`src/hw/rtl/grc_pkg.sv`:
```
// ----------------------------------------------------------------------------
// grc_pkg - shared types and constants of the gyro rate offset calibrator
// fixed field widths, conversion constants, sequencer states, result layout
// ----------------------------------------------------------------------------
package grc_pkg;

   // input field layout
   localparam int unsigned WORD_W     = 16;
   localparam int unsigned REJECT_BIT = 15;
   localparam int unsigned CODE_LSB   = 1;
   localparam int unsigned CODE_W     = 11;

   // conversion: code * FULL_SCALE / 2**SCALE_SHIFT - FULL_SCALE
   localparam int unsigned FULL_SCALE  = 300;
   localparam int unsigned SCALE_W     = 9;
   localparam int unsigned SCALE_SHIFT = 10;
   localparam int unsigned PROD_W      = CODE_W + SCALE_W;

   // rate and offset widths
   localparam int unsigned RATE_W = 11;
   localparam int unsigned VAL_W  = 10;

   // action codes carried on tuser
   localparam logic ACTION_SAMPLE = 1'b0;
   localparam logic ACTION_START  = 1'b1;

   typedef enum logic [3:0] {
      ST_IDLE,
      ST_CONV,
      ST_READ,
      ST_CMP,
      ST_APPEND,
      ST_COUNT,
      ST_SUM_RD,
      ST_SUM_MUL,
      ST_SUM_ACC,
      ST_DIV_GO,
      ST_DIV_WAIT,
      ST_DONE
   } state_type;

   // result transfer, lowest bits last
   typedef struct packed {
      logic signed [VAL_W-1:0]  offset;
      logic                     calibration_failed;
      logic                     calibrating;
      logic                     sample_accepted;
      logic signed [RATE_W-1:0] rate;
   } rsp_type;

endpackage

```
`src/hw/rtl/grc_ram.sv`:
```
// ----------------------------------------------------------------------------
// grc_ram - generic single write, single read ram
// one write port, one read port, read data registered
// ----------------------------------------------------------------------------
module grc_ram #(
   parameter int unsigned WIDTH = 8,
   parameter int unsigned DEPTH = 8
) (
   input  logic                                    clock,
   input  logic                                    wr_en,
   input  logic [((DEPTH > 1) ? $clog2(DEPTH) : 1)-1:0] wr_addr,
   input  logic [WIDTH-1:0]                        wr_data,
   input  logic [((DEPTH > 1) ? $clog2(DEPTH) : 1)-1:0] rd_addr,
   output logic [WIDTH-1:0]                        rd_data_ff
);

   logic [WIDTH-1:0] mem [DEPTH];

   always_ff @(posedge clock) begin
      if (wr_en) begin
         mem[wr_addr] <= wr_data;
      end
      rd_data_ff <= mem[rd_addr];
   end

endmodule

```
`src/hw/rtl/grc_div.sv`:
```
// ----------------------------------------------------------------------------
// grc_div - unsigned divider by a constant
// multiplication by the rounded-up reciprocal; done marks the valid quotient
// ----------------------------------------------------------------------------
module grc_div #(
   parameter int unsigned WIDTH   = 18,
   parameter int unsigned DIVISOR = 20
) (
   input  logic             clock,
   input  logic             reset,
   input  logic             start,
   input  logic [WIDTH-1:0] dividend,
   output logic             done,
   output logic [WIDTH-1:0] quotient
);

   // quotient = (dividend * RECIP) >> SHIFT, exact for every WIDTH-bit dividend
   localparam int unsigned     SHIFT   = WIDTH + $clog2(DIVISOR);
   localparam int unsigned     RECIP_W = WIDTH + 1;
   localparam int unsigned     PROD_W  = WIDTH + RECIP_W;
   localparam longint unsigned RECIP   =
      ((64'd1 << SHIFT) + 64'(DIVISOR) - 64'd1) / 64'(DIVISOR);
   localparam logic [RECIP_W-1:0] RECIP_V = RECIP_W'(RECIP);

   logic [WIDTH-1:0]  num_ff, num_in;
   logic [PROD_W-1:0] prod_ff, prod_in;
   logic              busy_ff, busy_in;
   logic              done_ff, done_in;

   always_comb begin
      num_in  = start ? dividend : num_ff;
      prod_in = PROD_W'(num_ff) * PROD_W'(RECIP_V);
      busy_in = start;
      done_in = busy_ff;
   end

   always_ff @(posedge clock) begin
      if (reset) begin
         busy_ff <= 1'b0;
         done_ff <= 1'b0;
      end else begin
         busy_ff <= busy_in;
         done_ff <= done_in;
      end
      num_ff  <= num_in;
      prod_ff <= prod_in;
   end

   assign done     = done_ff;
   assign quotient = WIDTH'(prod_ff >> SHIFT);

endmodule

```
`src/hw/rtl/gyro_rate_offset_calibrator_top.sv`:
```
// ----------------------------------------------------------------------------
// gyro_rate_offset_calibrator_top - gyro zero-rate offset calibrator
// converts gyro samples to deg/s and learns the standing-still offset
// ----------------------------------------------------------------------------
// Each request transfer is either a gyro sample (tuser = 0) or a start command
// (tuser = 1); every request yields exactly one response transfer. A sample
// whose status bit 15 is set is rejected; otherwise the 11-bit code in data
// bits 11..1 becomes code*300/1024 - 300 deg/s minus the stored offset. A start
// command clears the offset and the value table and gathers CAL_SAMPLES
// samples; each rate goes into a table of TABLE_ENTRIES distinct values with
// counts (new values are dropped once it is full), and after the last sample
// the offset is sum(value*count)/CAL_SAMPLES, truncated toward zero. A rejected
// sample during calibration aborts it and raises calibration_failed.
// Sequence: a start command or a rejected sample goes from taking the request
// straight to loading the response, a plain sample first passes through the
// conversion state, and loading the response waits while the previous response
// still waits for its transfer. A calibration sample walks the table entries,
// a read and then a compare for each on the single table ram read port, and
// appends the value when it is new. The final sample of a calibration then
// reads, multiplies and accumulates each table entry for the weighted sum and
// divides by CAL_SAMPLES, done as a multiplication by its reciprocal. The
// table lives in a small ram whose fill count marks the valid entries, so no
// clearing pass is needed after reset or start. A new request is taken while
// the previous response still waits in the output register.
// ----------------------------------------------------------------------------
module gyro_rate_offset_calibrator_top #(
   parameter int unsigned TABLE_ENTRIES = 8,
   parameter int unsigned CAL_SAMPLES   = 20
) (
   input  logic        clock,
   input  logic        reset,
   // request channel
   input  logic        req_tvalid,
   output logic        req_tready,
   input  logic [31:0] req_tdata,   // [15:0] status_word, [31:16] data_word
   input  logic [0:0]  req_tuser,   // [0] action
   // response channel
   output logic        rsp_tvalid,
   input  logic        rsp_tready,
   output logic [23:0] rsp_tdata    // [10:0] rate, [11] sample_accepted,
                                    // [12] calibrating, [13] calibration_failed,
                                    // [23:14] offset
);

   // table geometry
   localparam int unsigned IDX_W  = (TABLE_ENTRIES > 1) ? $clog2(TABLE_ENTRIES) : 1;
   localparam int unsigned USED_W = $clog2(TABLE_ENTRIES + 1);
   localparam int unsigned CNT_W  = $clog2(CAL_SAMPLES + 1);
   localparam int unsigned WORD_W = grc_pkg::VAL_W + CNT_W;
   // weighted sum bound: |value| < 2**(VAL_W-1), total count <= CAL_SAMPLES
   localparam int unsigned SUM_W  = grc_pkg::VAL_W + CNT_W + 1;

   // sequencer and control state
   grc_pkg::state_type state_ff, state_in;
   logic                               active_ff, active_in;
   logic                               failed_ff, failed_in;
   logic                               accepted_ff, accepted_in;
   logic [USED_W-1:0]                  used_ff, used_in;
   logic [CNT_W-1:0]                   samples_ff, samples_in;
   logic signed [grc_pkg::VAL_W-1:0]   offset_ff, offset_in;
   logic signed [grc_pkg::RATE_W-1:0]  last_rate_ff, last_rate_in;
   logic                               rsp_valid_ff, rsp_valid_in;

   // working registers
   logic [grc_pkg::PROD_W-1:0]  prod_ff, prod_in;
   logic [IDX_W-1:0]            idx_ff, idx_in;
   logic signed [SUM_W-1:0]     term_ff, term_in;
   logic signed [SUM_W-1:0]     acc_ff, acc_in;
   logic                        neg_ff, neg_in;
   grc_pkg::rsp_type            rsp_ff, rsp_in;

   // table ram port
   logic                        wr_en;
   logic [IDX_W-1:0]            wr_addr;
   logic [WORD_W-1:0]           wr_data;
   logic [IDX_W-1:0]            rd_addr;
   logic [WORD_W-1:0]           rd_data;

   // divider port
   logic                        div_start;
   logic [SUM_W-1:0]            div_dividend;
   logic                        div_done;
   logic [SUM_W-1:0]            div_quotient;

   // decoded fields and helpers
   logic                                req_fire;
   logic [grc_pkg::CODE_W-1:0]          code;
   logic signed [grc_pkg::RATE_W:0]     rate_calc;
   logic signed [grc_pkg::VAL_W-1:0]    rd_val;
   logic [CNT_W-1:0]                    rd_cnt;
   logic [USED_W-1:0]                   idx_next;
   logic [CNT_W-1:0]                    samples_next;
   logic signed [grc_pkg::VAL_W-1:0]    quot_val;

   assign req_fire   = req_tvalid && req_tready;
   assign req_tready = (state_ff == grc_pkg::ST_IDLE);
   assign code       = req_tdata[grc_pkg::WORD_W + grc_pkg::CODE_LSB +: grc_pkg::CODE_W];

   // table word: value in the upper bits, count in the lower bits
   assign rd_val = rd_data[WORD_W-1 -: grc_pkg::VAL_W];
   assign rd_cnt = rd_data[CNT_W-1:0];

   // deg = code*300 >> 10 - 300, then minus offset; fits 11 bits signed
   assign rate_calc = $signed({2'b00, prod_ff[grc_pkg::PROD_W-1 -: grc_pkg::VAL_W]})
                      - $signed((grc_pkg::RATE_W + 1)'(grc_pkg::FULL_SCALE))
                      - (grc_pkg::RATE_W + 1)'(offset_ff);

   assign idx_next     = USED_W'(idx_ff) + 1'b1;
   assign samples_next = samples_ff + 1'b1;
   assign quot_val     = div_quotient[grc_pkg::VAL_W-1:0];
   // magnitude of the sum, sign taken straight from the accumulator
   assign div_dividend = acc_ff[SUM_W-1] ? SUM_W'(-acc_ff) : SUM_W'(acc_ff);

   grc_ram #(
      .WIDTH (WORD_W),
      .DEPTH (TABLE_ENTRIES)
   ) u_table (
      .clock      (clock),
      .wr_en      (wr_en),
      .wr_addr    (wr_addr),
      .wr_data    (wr_data),
      .rd_addr    (rd_addr),
      .rd_data_ff (rd_data)
   );

   grc_div #(
      .WIDTH   (SUM_W),
      .DIVISOR (CAL_SAMPLES)
   ) u_div (
      .clock    (clock),
      .reset    (reset),
      .start    (div_start),
      .dividend (div_dividend),
      .done     (div_done),
      .quotient (div_quotient)
   );

   always_comb begin
      state_in     = state_ff;
      active_in    = active_ff;
      failed_in    = failed_ff;
      accepted_in  = accepted_ff;
      used_in      = used_ff;
      samples_in   = samples_ff;
      offset_in    = offset_ff;
      last_rate_in = last_rate_ff;
      rsp_valid_in = rsp_valid_ff;
      prod_in      = prod_ff;
      idx_in       = idx_ff;
      term_in      = term_ff;
      acc_in       = acc_ff;
      neg_in       = neg_ff;
      rsp_in       = rsp_ff;
      wr_en        = 1'b0;
      wr_addr      = idx_ff;
      wr_data      = {last_rate_ff[grc_pkg::VAL_W-1:0], CNT_W'(1)};
      rd_addr      = idx_ff;
      div_start    = 1'b0;

      // response register frees on its transfer
      if (rsp_valid_ff && rsp_tready) begin
         rsp_valid_in = 1'b0;
      end

      case (state_ff)
         grc_pkg::ST_IDLE: begin
            if (req_fire) begin
               accepted_in = 1'b0;
               prod_in     = grc_pkg::PROD_W'(code) * grc_pkg::PROD_W'(grc_pkg::FULL_SCALE);
               if (req_tuser[0] == grc_pkg::ACTION_START) begin
                  // start: clear offset and table, begin gathering
                  offset_in  = '0;
                  used_in    = '0;
                  samples_in = '0;
                  active_in  = 1'b1;
                  failed_in  = 1'b0;
                  state_in   = grc_pkg::ST_DONE;
               end else if (req_tdata[grc_pkg::REJECT_BIT]) begin
                  // rejected sample aborts a running calibration
                  if (active_ff) begin
                     active_in = 1'b0;
                     failed_in = 1'b1;
                  end
                  state_in = grc_pkg::ST_DONE;
               end else begin
                  accepted_in = 1'b1;
                  state_in    = grc_pkg::ST_CONV;
               end
            end
         end
         grc_pkg::ST_CONV: begin
            last_rate_in = rate_calc[grc_pkg::RATE_W-1:0];
            idx_in       = '0;
            if (!active_ff) begin
               state_in = grc_pkg::ST_DONE;
            end else if (used_ff == '0) begin
               state_in = grc_pkg::ST_APPEND;
            end else begin
               state_in = grc_pkg::ST_READ;
            end
         end
         grc_pkg::ST_READ: begin
            // read issued at idx, data valid next cycle
            state_in = grc_pkg::ST_CMP;
         end
         grc_pkg::ST_CMP: begin
            if (rd_val == last_rate_ff[grc_pkg::VAL_W-1:0]) begin
               wr_en    = 1'b1;
               wr_data  = {rd_val, rd_cnt + 1'b1};
               state_in = grc_pkg::ST_COUNT;
            end else if (idx_next == used_ff) begin
               state_in = grc_pkg::ST_APPEND;
            end else begin
               idx_in   = idx_ff + 1'b1;
               state_in = grc_pkg::ST_READ;
            end
         end
         grc_pkg::ST_APPEND: begin
            // new distinct value, dropped when the table is full
            if (used_ff != USED_W'(TABLE_ENTRIES)) begin
               wr_en   = 1'b1;
               wr_addr = used_ff[IDX_W-1:0];
               used_in = used_ff + 1'b1;
            end
            state_in = grc_pkg::ST_COUNT;
         end
         grc_pkg::ST_COUNT: begin
            samples_in = samples_next;
            idx_in     = '0;
            acc_in     = '0;
            if (samples_next == CNT_W'(CAL_SAMPLES)) begin
               state_in = grc_pkg::ST_SUM_RD;
            end else begin
               state_in = grc_pkg::ST_DONE;
            end
         end
         grc_pkg::ST_SUM_RD: begin
            state_in = grc_pkg::ST_SUM_MUL;
         end
         grc_pkg::ST_SUM_MUL: begin
            term_in  = SUM_W'(rd_val) * $signed(SUM_W'(rd_cnt));
            state_in = grc_pkg::ST_SUM_ACC;
         end
         grc_pkg::ST_SUM_ACC: begin
            acc_in = acc_ff + term_ff;
            if (idx_next == used_ff) begin
               state_in = grc_pkg::ST_DIV_GO;
            end else begin
               idx_in   = idx_ff + 1'b1;
               state_in = grc_pkg::ST_SUM_RD;
            end
         end
         grc_pkg::ST_DIV_GO: begin
            neg_in   = acc_ff[SUM_W-1];
            state_in = grc_pkg::ST_DIV_WAIT;
         end
         grc_pkg::ST_DIV_WAIT: begin
            // wait for the divider's done, which marks the quotient of the magnitude
            if (div_done) begin
               offset_in = neg_ff ? -quot_val : quot_val;
               active_in = 1'b0;
               state_in  = grc_pkg::ST_DONE;
            end
         end
         grc_pkg::ST_DONE: begin
            if (!rsp_valid_ff || rsp_tready) begin
               rsp_valid_in           = 1'b1;
               rsp_in.rate            = last_rate_ff;
               rsp_in.sample_accepted = accepted_ff;
               rsp_in.calibrating     = active_ff;
               rsp_in.calibration_failed = failed_ff;
               rsp_in.offset          = offset_ff;
               state_in               = grc_pkg::ST_IDLE;
            end
         end
         default: begin
            state_in = grc_pkg::ST_IDLE;
         end
      endcase

      // divider launch with the magnitude of the finished sum
      if (state_ff == grc_pkg::ST_DIV_GO) begin
         div_start = 1'b1;
      end
   end

   always_ff @(posedge clock) begin
      if (reset) begin
         state_ff     <= grc_pkg::ST_IDLE;
         active_ff    <= 1'b0;
         failed_ff    <= 1'b0;
         accepted_ff  <= 1'b0;
         used_ff      <= '0;
         samples_ff   <= '0;
         offset_ff    <= '0;
         last_rate_ff <= '0;
         rsp_valid_ff <= 1'b0;
      end else begin
         state_ff     <= state_in;
         active_ff    <= active_in;
         failed_ff    <= failed_in;
         accepted_ff  <= accepted_in;
         used_ff      <= used_in;
         samples_ff   <= samples_in;
         offset_ff    <= offset_in;
         last_rate_ff <= last_rate_in;
         rsp_valid_ff <= rsp_valid_in;
      end
      prod_ff <= prod_in;
      idx_ff  <= idx_in;
      term_ff <= term_in;
      acc_ff  <= acc_in;
      neg_ff  <= neg_in;
      rsp_ff  <= rsp_in;
   end

   assign rsp_tvalid = rsp_valid_ff;
   assign rsp_tdata  = rsp_ff;

endmodule

```
`config.mk`:
```
export PLATFORM = sky130hd
export DESIGN_NAME = gyro_rate_offset_calibrator_top
export DESIGN_NICKNAME = d
export VERILOG_FILES = /design/src/hw/rtl/grc_pkg.sv /design/src/hw/rtl/grc_ram.sv /design/src/hw/rtl/grc_div.sv /design/src/hw/rtl/gyro_rate_offset_calibrator_top.sv
export SDC_FILE = /design/constraint.sdc
export NUM_CORES = 1
export LEC_CHECK = 0
export BUFFER_PORTS_ARGS = -buffer_cell sky130_fd_sc_hd__buf_2
export CORE_MARGIN = 3
export CORE_UTILIZATION = 25
export DETAILED_ROUTE_END_ITERATION = 10
export SLEW_MARGIN = 20
export SYNTH_ARGS = -nofsm -noshare
export SYNTH_HDL_FRONTEND = slang
export SYNTH_SLANG_ARGS = --single-unit
```
`constraint.sdc`:
```
create_clock -name clock -period 6.45 [get_ports clock]
set_input_delay 1.29 -clock clock [delete_from_list [all_inputs] [get_ports clock]]
set_output_delay 1.29 -clock clock [all_outputs]
set_load 0.02 [all_outputs]
```
==> results.cfg, run 1 <==
[setup_path]
startpoint = u_div.num_ff[5]
worstPathRequired_ns = 6.89
rrSetupSlack_ns = 0.84
cp-end-kind = flop
worstSetupPathType = reg2reg
start_kind = flop
r2r-start = u_div.num_ff[5]
critPathArrivalTime_ns = 6.06
cp_max_fo = 6

[placed_design]
place_hpwl_um = 30300
pre_cts_ws_ns = 0.8853
gp_congestion = 0.8466
numPortBuffers = 42

[clocking]
cts-buffers-inserted = 28
ctsResizeCount = 0
insertion_delay_ns = 0.56
clk_path_buf_depth = 3
cts_tree = yes
cts_root_buf = clkbuf_16
clk_pin_slew_ns = 0.06
ctsHoldBuffers = 0
post_cts_buffers = 0
ctsHtreeMaxLevel = 1
clkSinkCount = 271

[floorplan]
die_area_sq_mm = 0.07895
die_w_um = 281.0
io_pins = 63
start_util = 0.2531
die_y_um = 281.0
rows = 100
core_region_area_sq_mm = 0.07470

[yosys]
seq_area_frac_synth = 0.3961
syn_area_per_cell_sq_um = 11.25
netlist_area_sq_mm = 0.01890
synthCells = 1681
synth_edf_count = 206
synthArstFlopShare = 0
ys.flop_type = edfxtp_1
synth_top_cell_by_area = edfxtp_1
syn-num-nets = 2075
ys_ff_latch = 271
synth_warnings = 0
synth_top_area_share = 0.3272
synthTopCellsByArea = edfxtp_1 (33%), ha_1 (15%), fa_1 (13%)
ys_types = 72

[power_and_ir_drop]
vdd_drop_max_v = 0.0004642
power.leakage_uw = 0.009133
p_per_area_mw_per_mm2 = 490.2

[hold_path]
worstHoldStart = failed_ff
min_path_type = reg2reg

[routing]
routed_via_density = 4.414
drc = 0
finalWirelength_um = 39120
firstDrtPassIters = 5
ant_nets = 0
num_vias = 11920
drt-initial-drc-count = 723
wl_per_cell_um = 14.49

[grt]
grt_pass1_vias = 12390
gr-total-overflow = 0
grt_max_degree = 44
antenna_found_initial = 1
grt_pass1_wl_um = 64550
grt_usage = 0.09973

[layout]
final_cell_mix = inv_1 (292), ha_1 (232), edfxtp_1 (206)
fill_cells = 7603
area_growth_pct = 11.81
nNetsFinal = 2104
n_antenna_cell = 0
final_common_cell = inv_1
multi_input_area_sq_mm = 0.01015
seq_area_sq_mm = 0.007487
drive_above_1_share = 0.08377

[sta]
fmax_ghz = 0.1782
setup_viol = 0
finalWorstSetupSlack_ns = 0.8381
fin_crit_sh = 0.8701
hold_violations = 0
slew_viol_final = 0
rsz0062_at_grt = no
relSlewSlack = 0.2803
tightest_slew_ns = 1.071
worst_clock_skew_ns = 0.01836
setup_tns_ns = 0
finalCriticalPeriod_ns = 5.612

[flow_run]
maxCapViolCount = 0

[run_status]
outcome = completed
-- cell families (layout without fill, tap and decap cells) --
family / Yosys count / in the layout / share of synthesized area
AO/OA/AOI/OAI: 200 / 200 / 0.07141
adder cells (fa/ha/maj): 357 / 357 / 0.2859
buffers and inverters: 343 / 393 / 0.06857
flip-flops: 271 / 271 / 0.3961
XOR/XNOR: 93 / 93 / 0.04309
multiplexers: 34 / 34 / 0.03792
AND/OR/NAND/NOR: 383 / 383 / 0.09703
-- path summary, 6_finish.rpt --
kind | endpoint | cells past startpoint
min reg2reg | rsp_tdata[13] | 0
max reg2reg | u_div.prod_ff[25] | 15
min | rsp_tdata[13] | 0
max | u_div.prod_ff[25] | 15
-- per-layer routing --
layer | track usage | vias to the layer above | share of wire
met4 | 0.01956 | 0 | 0.017
li1 | - | 5775 | -
met3 | 0.01354 | 47 | 0.042
met2 | 0.1700 | 218 | 0.48
met1 | 0.1357 | 5879 | 0.46
met5 | 0 | - | 0
-- flip-flops by register name, summed over array words and instances (netlist names), 3 cells and up --
name                count
offset_ff              10
prod_ff                10
acc_ff                 16
u_table.mem           120
used_ff                 4
samples_ff              5
rsp_tdata              24
state_ff                4
u_div.prod_ff          10
idx_ff                  3
last_rate_ff           11
term_ff                16
u_table.rd_data_ff     15
u_div.num_ff           16
-- worst max-delay path, stage by stage (launching register included) --
cell and delay (ns):
edfxtp_1 0.53, ha_1 0.44, fa_1 0.51, fa_1 0.56, inv_1 0.06, fa_1 0.53
inv_1 0.05, fa_1 0.50, fa_1 0.49, ha_1 0.33, and4_1 0.29, o2111ai_1 0.13
nor4b_1 0.68, o21a_1 0.21, nor2_1 0.05, xnor2_1 0.12
-- synthesized netlist by cell type, types with 4 or more instances --
cell / instances
mux4_2: 30
edfxtp_1: 206
or3_1: 5
nand2_1: 130
nor3_1: 26
o31ai_1: 9
nand4_1: 9
fa_1: 125
o41ai_1: 4
ha_1: 232
and3_1: 6
nor2_1: 87
a211oi_1: 6
a21oi_1: 57
clkbuf_1: 42
o21bai_1: 4
xor2_1: 33
a21o_1: 16
buf_2: 7
o21a_1: 9
o21ai_0: 30
nor3b_1: 4
nand3_1: 28
nand2b_1: 14
a31oi_1: 22
xnor2_1: 60
dfxtp_1: 65
inv_1: 292
nor2b_1: 20
and2_1: 35
-- where the power goes --
part,internal (uW),switching [uW],leakage (uW)
clock network,947,674,0.000447
logic,2680,3430,0.00628
registers,2290,344,0.00241
-- final cells by class --
type / instances / share of cell area
clock inverter: 14 / 0.008110
clock buffer: 37 / 0.03570
sequential: 271 / 0.3542
inverter: 293 / 0.05203
timing repair buffer: 49 / 0.01243
tap: 969 / 0.05736
multi-input combinational: 1067 / 0.4801
-- stage by stage --
step / instance area [sq um] / std cells / hold WS, ns / power, uW / util
2_1_floorplan: 18900 / 1681 / 0.4076 / 7376 / -
3_3_place_gp: 20210 / 2649 / 0.4242 / 8692 / 0.2705
3_5_place_dp: 20210 / 2649 / 0.4272 / 8808 / 0.2705
4_1_cts: 21130 / 2700 / 0.4557 / 10490 / 0.2829
5_1_grt: 21140 / 2700 / 0.4737 / 11490 / 0.2830
6_report: 21140 / 2700 / 0.4541 / 10360 / 0.2830
(Power assumes the default switching activity.)
==> run 2, diff against run 1 <==
Settings changed: BUFFER_PORTS_ARGS -buffer_cell sky130_fd_sc_hd__buf_2 to default, DONT_BUFFER_PORTS from default to 1, REMOVE_ABC_BUFFERS from default to 1.
==> run 2 against run 1 <==
- combinational power shrank 1%
- register-to-register slack gained 0.04 ns
- total power shrank 0.20%
- critical path depth grew 3
- sequential power grew 2%
- clock power is essentially flat
- routed wire length shrank 0.43%
- fmax grew 0.70%
- global-route usage grew 0.052 points
- die area is the same
- clock skew grew 0.0055 ns
- cell count shrank 1.4%
- critical endpoint is now u_div.prod_ff[27]
- largest cell class unchanged
- largest power group unchanged
==> results.cfg, run 2 (same netlist as run 1, synthesis figures left out) <==
[clocking]
clk_path_buf_depth = 3
ctsHoldBuffers = 0
ctsResizeCount = 0
post_cts_buffers = 0
cts_root_buf = clkbuf_16
ctsHtreeMaxLevel = 1
clkSinkCount = 271
cts_tree = yes
insertion_delay_ns = 0.56
cts-buffers-inserted = 29
clk_pin_slew_ns = 0.06

[sta]
setup_viol = 0
hold_violations = 0
worst_clock_skew_ns = 0.02386
fmax_ghz = 0.1794
relSlewSlack = 0.2799
finalCriticalPeriod_ns = 5.573
tightest_slew_ns = 1.079
fin_crit_sh = 0.8640
slew_viol_final = 0
setup_tns_ns = 0
rsz0062_at_grt = no

[setup_path]
critPathArrivalTime_ns = 6.05
worstPathRequired_ns = 6.93
cp-end-kind = flop
worstSetupPathType = reg2reg
cp_max_fo = 5
start_kind = flop

[run_status]
outcome = completed

[floorplan]
io_pins = 63
die_w_um = 281.0
die_y_um = 281.0
core_region_area_sq_mm = 0.07470
start_util = 0.2531
rows = 100
die_area_sq_mm = 0.07895

[routing]
ant_nets = 0
firstDrtPassIters = 4
finalWirelength_um = 38950
drc = 0
num_vias = 11650
wl_per_cell_um = 14.64
drt-initial-drc-count = 543
routed_via_density = 4.379

[hold_path]
min_path_type = reg2reg

[grt]
gr-total-overflow = 0
antenna_found_initial = 2
grt_max_degree = 44
grt_pass1_wl_um = 64450
grt_usage = 0.1003
grt_pass1_vias = 12220

[power_and_ir_drop]
power.leakage_uw = 0.008952
vdd_drop_max_v = 0.0004550
p_per_area_mw_per_mm2 = 494.1

[placed_design]
place_hpwl_um = 29800
place_inst = 2607
gp_congestion = 0.8712
numPortBuffers = 0

[layout]
largest_register_ffs = 120
final_common_cell = inv_1
nNetsFinal = 2063
final_cells = 2661
final_cell_mix = inv_1 (292), ha_1 (232), edfxtp_1 (206)
n_antenna_cell = 0
regMostFlops = u_table.mem
drive_above_1_share = 0.05851
area_growth_pct = 10.71

[flow_run]
maxCapViolCount = 0
run 2: changes by cell type in the layout (fill, tap and decap cells not counted), sizes merged:
cell	change
inv	+1
buf	-42
clkbuf	+3
clkinvlp	-1
run 2: cell type report:
cell class | count | area [sq um]
well taps | 969 | 1212
flip-flops and latches | 271 | 7487
clock buffers | 40 | 767.0
multi-input cells | 1067 | 10150
inverters | 293 | 1100
fillers | 7610 | 53770
clock inverters | 14 | 161.4
repair buffers | 7 | 52.55
run 2: final timing paths:
path	depth (start not counted)	from	slack (ns)	end
hold reg to reg	0	accepted_ff	0.44	rsp_tdata[11]
hold / removal	0	accepted_ff	0.44	rsp_tdata[11]
setup reg to reg	18	u_div.num_ff[7]	0.88	u_div.prod_ff[27]
setup / recovery	18	u_div.num_ff[7]	0.88	u_div.prod_ff[27]
run 2: metal layers:
layer | track usage | share of wire | vias to the layer above
met5 | 0 | 0 | -
met4 | 0.02666 | 0.024 | 0
met3 | 0.01371 | 0.039 | 54
met2 | 0.1701 | 0.48 | 184
met1 | 0.1343 | 0.46 | 5724
li1 | - | - | 5691
run 2: worst max-delay path, stage by stage (launching register included):
cell,delay (ns)
edfxtp_1,0.52
ha_1,0.39
inv_1,0.11
fa_1,0.58
inv_1,0.07
fa_1,0.50
fa_1,0.52
fa_1,0.54
inv_1,0.05
fa_1,0.52
inv_1,0.04
ha_1,0.32
nand2_1,0.08
nor2_1,0.05
o211a_1,0.16
o41ai_4,0.51
a21oi_2,0.18
a21oi_1,0.23
xnor2_1,0.13
run 2: report_power, final:
part | internal (uW) | switching, uW | total, uW | leakage [uW]
Combinational | 2670 | 3370 | 6040 | 0.00609
Clock | 955 | 679 | 1630 | 0.000449
Sequential | 2290 | 380 | 2670 | 0.00241
Total | 5910 | 4430 | 10300 | 0.00895
run 2: metrics by stage:
| step | hold slack (ns) | power, uW | worst slack, ns | util | cell area [sq um] |
|---|---|---|---|---|---|
| after global placement | 0.4215 | 8664 | 0.8752 | 0.2677 | 20000 |
| after floorplan | 0.4076 | 7321 | 1.413 | - | 18710 |
| final | 0.4352 | 10340 | 0.8770 | 0.2802 | 20930 |
| after global routing | 0.4517 | 11400 | 0.5799 | 0.2802 | 20930 |
| after CTS | 0.4344 | 10480 | 0.8309 | 0.2801 | 20920 |
| after detailed placement | 0.4148 | 8772 | 0.8545 | 0.2677 | 20000 |
